$ cat config.mk
export PLATFORM = sky130hd
export DESIGN_NAME = link_command_frame_builder
export DESIGN_NICKNAME = d
export VERILOG_FILES = /design/src/lcfb_pkg.sv /design/src/lcfb_cell.sv /design/src/lcfb_stage.sv /design/src/link_command_frame_builder.sv
export SDC_FILE = /design/constraint.sdc
export NUM_CORES = 1
export LEC_CHECK = 0
export BUFFER_PORTS_ARGS = -buffer_cell sky130_fd_sc_hd__buf_4
export CAP_MARGIN = 20
export CORE_UTILIZATION = 39
export CTS_BUF_LIST = sky130_fd_sc_hd__clkbuf_4
export DETAILED_ROUTE_END_ITERATION = 8
export PLACE_DENSITY = 0.64
export SYNTH_ARGS = -nofsm -noshare
export SYNTH_HDL_FRONTEND = slang
export SYNTH_SLANG_ARGS = --single-unit
$ cat constraint.sdc
create_clock -name aclk -period 6.9 [get_ports aclk]
set_input_delay 1.035 -clock aclk [delete_from_list [all_inputs] [get_ports aclk]]
set_output_delay 1.035 -clock aclk [all_outputs]
set_load 0.03 [all_outputs]
$ cat src/lcfb_pkg.sv
package lcfb_pkg;

    localparam int CELLS         = 12;
    localparam int PAYLOAD_BYTES = 9;

    localparam logic [8:0] HDR_CMD   = 9'h1FB;
    localparam logic [8:0] HDR_FAKE  = 9'h1F7;
    localparam logic [8:0] TAIL_SYM  = 9'h11C;
    localparam logic [7:0] READ_BYTE = 8'hFF;

    localparam logic [1:0] KIND_HEAD = 2'd0;
    localparam logic [1:0] KIND_DATA = 2'd1;
    localparam logic [1:0] KIND_SUM  = 2'd2;
    localparam logic [1:0] KIND_TAIL = 2'd3;

    typedef struct packed {
        logic       valid;
        logic [1:0] kind;
        logic [8:0] sym;
    } cell_t;

    typedef struct packed {
        logic                              fake;
        logic [PAYLOAD_BYTES-1:0][7:0]     bytes;
    } frame_t;

endpackage

$ cat src/lcfb_cell.sv
module lcfb_cell (
    input  logic           aclk,
    input  logic           aresetn,
    input  logic           load,
    input  logic           shift,
    input  lcfb_pkg::cell_t load_cell,
    input  lcfb_pkg::cell_t up_cell,
    output lcfb_pkg::cell_t cell_out
);
    import lcfb_pkg::*;

    cell_t cell_reg;
    cell_t cell_next;

    always_comb begin
        cell_next = cell_reg;
        if (load) begin
            cell_next = load_cell;
        end else if (shift) begin
            cell_next = up_cell;
        end
    end

    always_ff @(posedge aclk) begin
        cell_reg.kind <= cell_next.kind;
        cell_reg.sym  <= cell_next.sym;
        if (!aresetn) begin
            cell_reg.valid <= 1'b0;
        end else begin
            cell_reg.valid <= cell_next.valid;
        end
    end

    assign cell_out = cell_reg;

endmodule

$ cat src/lcfb_stage.sv
module lcfb_stage (
    input  logic            aclk,
    input  logic            aresetn,
    input  logic            accept,
    input  logic            release_frame,
    input  logic            action,
    input  logic            test_bit,
    input  logic [6:0]      telescope,
    input  logic            write_flag,
    input  logic [15:0]     reg_address,
    input  logic [31:0]     reg_data,
    input  logic [3:0]      trig_type,
    input  logic [3:0]      trig_count,
    input  logic [55:0]     trig_date,
    output logic            stage_valid,
    output lcfb_pkg::frame_t frame
);
    import lcfb_pkg::*;

    logic   valid_reg;
    logic   valid_next;
    frame_t frame_reg;
    frame_t frame_next;

    always_comb begin
        frame_next.fake     = action;
        frame_next.bytes    = '0;
        frame_next.bytes[0] = {test_bit, telescope};
        if (!action) begin
            frame_next.bytes[1] = 8'h00;
            frame_next.bytes[2] = write_flag ? 8'h00 : READ_BYTE;
            frame_next.bytes[3] = reg_address[15:8];
            frame_next.bytes[4] = reg_address[7:0];
            frame_next.bytes[5] = reg_data[31:24];
            frame_next.bytes[6] = reg_data[23:16];
            frame_next.bytes[7] = reg_data[15:8];
            frame_next.bytes[8] = reg_data[7:0];
        end else begin
            frame_next.bytes[1] = {trig_type, trig_count};
            for (int i = 0; i < 7; i++) begin
                frame_next.bytes[2+i] = trig_date[55-8*i -: 8];
            end
        end
    end

    always_comb begin
        valid_next = valid_reg;
        if (accept) begin
            valid_next = 1'b1;
        end else if (release_frame) begin
            valid_next = 1'b0;
        end
    end

    always_ff @(posedge aclk) begin
        if (!aresetn) begin
            valid_reg <= 1'b0;
        end else begin
            valid_reg <= valid_next;
        end
    end

    always_ff @(posedge aclk) begin
        if (accept) begin
            frame_reg <= frame_next;
        end
    end

    assign stage_valid = valid_reg;
    assign frame       = frame_reg;

endmodule

$ cat src/link_command_frame_builder.sv
// The first symbol of a frame is offered once its request transfer has passed the request register
// and then the parallel load of the cell chain.
// One symbol per cycle is shifted out of the cell chain while m_ready is high;
// the next request is held in the request register so frames run back to back.
// Reset (aresetn low, synchronous) empties the request register and the cell chain.
module link_command_frame_builder (
    input  logic        aclk,
    input  logic        aresetn,
    input  logic        s_valid,
    output logic        s_ready,
    input  logic        s_action,
    input  logic        s_test_bit,
    input  logic [6:0]  s_telescope,
    input  logic        s_write_flag,
    input  logic [15:0] s_reg_address,
    input  logic [31:0] s_reg_data,
    input  logic [3:0]  s_trig_type,
    input  logic [3:0]  s_trig_count,
    input  logic [55:0] s_trig_date,
    output logic        m_valid,
    input  logic        m_ready,
    output logic [8:0]  m_symbol,
    output logic        m_last
);
    import lcfb_pkg::*;

    logic   stage_valid;
    frame_t frame;
    logic   accept;
    logic   shift;
    logic   load;
    cell_t  chain [CELLS];
    cell_t  load_cells [CELLS];
    logic [7:0] sum_reg;
    logic [7:0] sum_next;

    assign shift   = chain[0].valid && m_ready;
    assign load    = stage_valid && (!chain[0].valid || (shift && chain[0].kind == KIND_TAIL));
    assign s_ready = !stage_valid || load;
    assign accept  = s_valid && s_ready;

    lcfb_stage u_stage (
        .aclk          (aclk),
        .aresetn       (aresetn),
        .accept        (accept),
        .release_frame (load),
        .action        (s_action),
        .test_bit      (s_test_bit),
        .telescope     (s_telescope),
        .write_flag    (s_write_flag),
        .reg_address   (s_reg_address),
        .reg_data      (s_reg_data),
        .trig_type     (s_trig_type),
        .trig_count    (s_trig_count),
        .trig_date     (s_trig_date),
        .stage_valid   (stage_valid),
        .frame         (frame)
    );

    for (genvar g = 0; g < CELLS; g++) begin : g_cell
        if (g == 0) begin : g_head
            assign load_cells[g] = '{valid: 1'b1, kind: KIND_HEAD,
                                     sym: frame.fake ? HDR_FAKE : HDR_CMD};
        end else if (g <= PAYLOAD_BYTES) begin : g_data
            assign load_cells[g] = '{valid: 1'b1, kind: KIND_DATA,
                                     sym: {1'b0, frame.bytes[g-1]}};
        end else if (g == CELLS - 2) begin : g_sum
            assign load_cells[g] = '{valid: 1'b1, kind: KIND_SUM, sym: 9'h000};
        end else begin : g_tail
            assign load_cells[g] = '{valid: 1'b1, kind: KIND_TAIL, sym: TAIL_SYM};
        end

        if (g == CELLS - 1) begin : g_top
            lcfb_cell u_cell (
                .aclk      (aclk),
                .aresetn   (aresetn),
                .load      (load),
                .shift     (shift),
                .load_cell (load_cells[g]),
                .up_cell   ('0),
                .cell_out  (chain[g])
            );
        end else begin : g_mid
            lcfb_cell u_cell (
                .aclk      (aclk),
                .aresetn   (aresetn),
                .load      (load),
                .shift     (shift),
                .load_cell (load_cells[g]),
                .up_cell   (chain[g+1]),
                .cell_out  (chain[g])
            );
        end
    end

    // running checksum of payload bytes as they leave the head cell
    always_comb begin
        sum_next = sum_reg;
        if (shift) begin
            case (chain[0].kind)
                KIND_HEAD: sum_next = 8'h00;
                KIND_DATA: sum_next = sum_reg + chain[0].sym[7:0];
                default:   sum_next = sum_reg;
            endcase
        end
    end

    always_ff @(posedge aclk) begin
        sum_reg <= sum_next;
    end

    assign m_valid  = chain[0].valid;
    assign m_symbol = (chain[0].kind == KIND_SUM) ? {1'b0, sum_reg} : chain[0].sym;
    assign m_last   = (chain[0].kind == KIND_TAIL);

endmodule

==> impl_metrics.tcl <==
set metrics [dict create \
    status "finished clean" \
    hpwl_mm 9.749 \
    largest_reg_flops 123 \
    netlist_area_um2 8711 \
    chipWidth_um 151.5 \
    r2r_cells 5 \
    drive_above_1_share_pct 30.60 \
    fmax_ghz 0.2956 \
    postSynthCellCount 738 \
    clock_sinks 207 \
    yosysSeqAreaShare_pct 66.19 \
    fin_nets 1022 \
    rr_endpoint "g_cell[1].g_mid.u_cell.cell_out[1]" \
    drc 0 \
    num-fill-cells 2021 \
    critical_path_arrival_ns 2.35 \
    yosys.area.top_type "edfxtp_1" \
    rsz0062_at_grt "false" \
    wl_per_cell_um 13.66 \
    grt_max_degree 112 \
    synthArstFlopShare_pct 0 \
    switching_power_w 0.0006431 \
    critPathCaptureType "primary output" \
    setup_ws_ns 3.517 \
    grt_overflow 0 \
    setup_viol 0 \
    cap_violations 0 \
    timing.rr.start "g_cell[0].g_mid.u_cell.cell_out[10]" \
    reg2reg_slack_ns 4.33 \
    path_delay_family "simple AND/OR/NAND/NOR gates" \
    clkTransAtPathRegs_ns 0.06 \
    yosysWarnings 0 \
    tns_ns 0 \
    hold_viol_final 0 \
    grt_first_pass_wirelength_mm 26.84 \
    area.growth.synth_to_final_pct 22.13 \
    cp_data_required_time_ns 5.86 \
    die_area_um2 22940 \
    post-route-util_pct 48.60 \
    postCtsSetupBuffers 0 \
    place_congestion 0.7442 \
    core.rowCount 54 \
    min_period_ns 3.383 \
    p_int_w 0.002136 \
    ys.flop_type "edfxtp_1" \
    dp_slack_ns 3.645 \
    tightestPinTransition_ns 1.038 \
    ys_ff_latch 207 \
    hold_class "reg -> reg" \
    core_area_um2 21890 \
    track_usage_pct 14.95 \
    skew_ns 0.03852 \
    switching_share_pct 23.14 \
    whs_path_depth 2 \
    power_frac_comb_pct 9.1 \
    synth_edf_count 162 \
    avgViaCountPerCell 4.786 \
    cts_buffer_depth 3 \
    first_iter_violations 321 \
    cts-root-buf "clkbuf_4" \
    max_stage_delay_ns 0.69 \
    cts_resized 0 \
    diodes 0 \
    syn_avg_cell_area_um2 11.80 \
    holdPathEnd "g_cell[3].g_mid.u_cell.cell_out[10]" \
    vias 5781 \
    start_util_pct 39.79 \
    synthTopCellsByArea "edfxtp_1 56%, dfxtp_1 10%, nand2_1 9.2%" \
    netlist_top_cells_count "214 x nand2_1, 162 x edfxtp_1, 79 x nand3_1" \
    die_h_um 151.5 \
    seqPwrFrac_pct 53.2 \
    port_buffers 137 \
    path_max_fanout 10 \
    slowest_stage "nor2b_1" \
    hold_buffers 0 \
    postRouteAntennaNets 0 \
    htreeDepth 2 \
    syn-num-nets 872 \
    cp_num_buf_inv 1 \
    start_kind "flop" \
    synth_top_cell_area_share_pct 55.85 \
    drtPass1Iterations 4 \
    clock_latency_ns 0.65 \
    hp-start "g_cell[4].g_mid.u_cell.cell_out[10]" \
    ios 138 \
    grt_pass1_vias 5648 \
    p_per_area_nw_per_um2 261.2 \
    wirelength_mm 16.50 \
    pwr-share-clk_pct 37.7 \
    p_leak_nw 4.386 \
    ir_drop_uv 96.85 \
    synth.most_common_cell "nand2_1" \
    synth.distinct_cells 38 \
    cts_buffers 53 \
    slew_headroom_pct 30.80 \
    cts_tree "yes" \
    worst-setup-path-type "reg -> out" \
    antenna_found_initial 0 \
    final-max-slew-violation-count 0 \
    post-route-period-util_pct 49.02 \
    worstPathCellList "nor2b_1 > mux2_2 > buf_4" \
]
==> power groups by stage <==
stage | Combinational [W] | Sequential (W) | Clock, W
after detailed placement | 0.000256 | 0.00151 | 0
after global placement | 0.000252 | 0.00151 | 0
after CTS | 0.000257 | 0.00148 | 0.00109
after global routing | 0.000285 | 0.00149 | 0.00114
after floorplan | 0.000163 | 0.00150 | 0
final | 0.000253 | 0.00148 | 0.00105
==> cell families (layout without fill, tap and decap cells) <==
group           count (synthesis)  after routing  synth area share [%]
compound gates                 66             66                 4.955
buf+inv                        58            248                 3.174
flops                         207            207                 66.19
simple gates                  342            342                 17.12
fa+ha+maj                       8              8                 1.235
mux                            56             56                 7.225
xor+xnor                        1              1                0.1006
==> stage by stage <==
step | cells | power [W] | hold slack [ns] | cell area (um2)
floorplan | 738 | 0.001662 | 0.4227 | 8711
global placement | 1112 | 0.001758 | 0.4324 | 9921
detailed placement | 1112 | 0.001763 | 0.4408 | 9921
CTS | 1207 | 0.002828 | 0.4424 | 10610
global route | 1208 | 0.002913 | 0.4640 | 10640
finish | 1208 | 0.002779 | 0.4371 | 10640
==> layout make-up <==
cell class | instances | area [um2] | area share (%)
clock buffer | 74 | 555.5 | 5.222
clock inverter | 21 | 135.1 | 1.270
inverter | 10 | 38.79 | 0.3646
multi-input combinational | 473 | 2700 | 25.38
sequential | 207 | 5766 | 54.19
tap | 280 | 350.3 | 3.293
timing repair buffer | 143 | 1094 | 10.28
==> worst reg2reg max path, delay by kind of cell (launching register included) <==
kind	cells	cell delay, ns
AOI/OAI and AO/OA	1	0.72
buffers and inverters	1	0.72
DFF	1	0.45
and+or+nand+nor	3	0.54
==> worst max-delay path by stage <==
stage,from,end,slack [ns],cells past startpoint
global route,g_cell[0].g_mid.u_cell.cell_out[10],m_symbol[7],3.33,3
finish,g_cell[0].g_mid.u_cell.cell_out[10],m_symbol[7],3.52,3
detailed placement,m_ready,g_cell[5].g_mid.u_cell.cell_out[2],3.64,6
CTS,g_cell[0].g_mid.u_cell.cell_out[10],m_symbol[7],3.41,3
floorplan,m_ready,u_stage.frame[0],1.45,2
global placement,m_ready,g_cell[9].g_mid.u_cell.cell_out[6],3.72,5
==> cell usage in the layout, fill, tap and decap left out, types with 7 or more instances in the layout <==
cell	count
buf_4	142
nor2b_1	15
inv_1	9
nand3_1	79
a21o_1	9
mux2_2	55
and2_1	14
nand2_1	214
edfxtp_1	162
clkinv_1	15
ha_1	7
dfxtp_1	45
a21oi_1	28
clkbuf_4	74
a221oi_1	10
==> layer usage <==
| layer | vias to the layer above | track usage [%] | wire [um] |
|---|---|---|---|
| met5 | - | 0 | 0 |
| met4 | 0 | 6.000 | 239 |
| met3 | 23 | 3.353 | 825 |
| met2 | 162 | 23.77 | 7943 |
| met1 | 2665 | 19.80 | 7490 |
| li1 | 2931 | - | - |
Note: power is estimated with default switching activity, not from simulation.
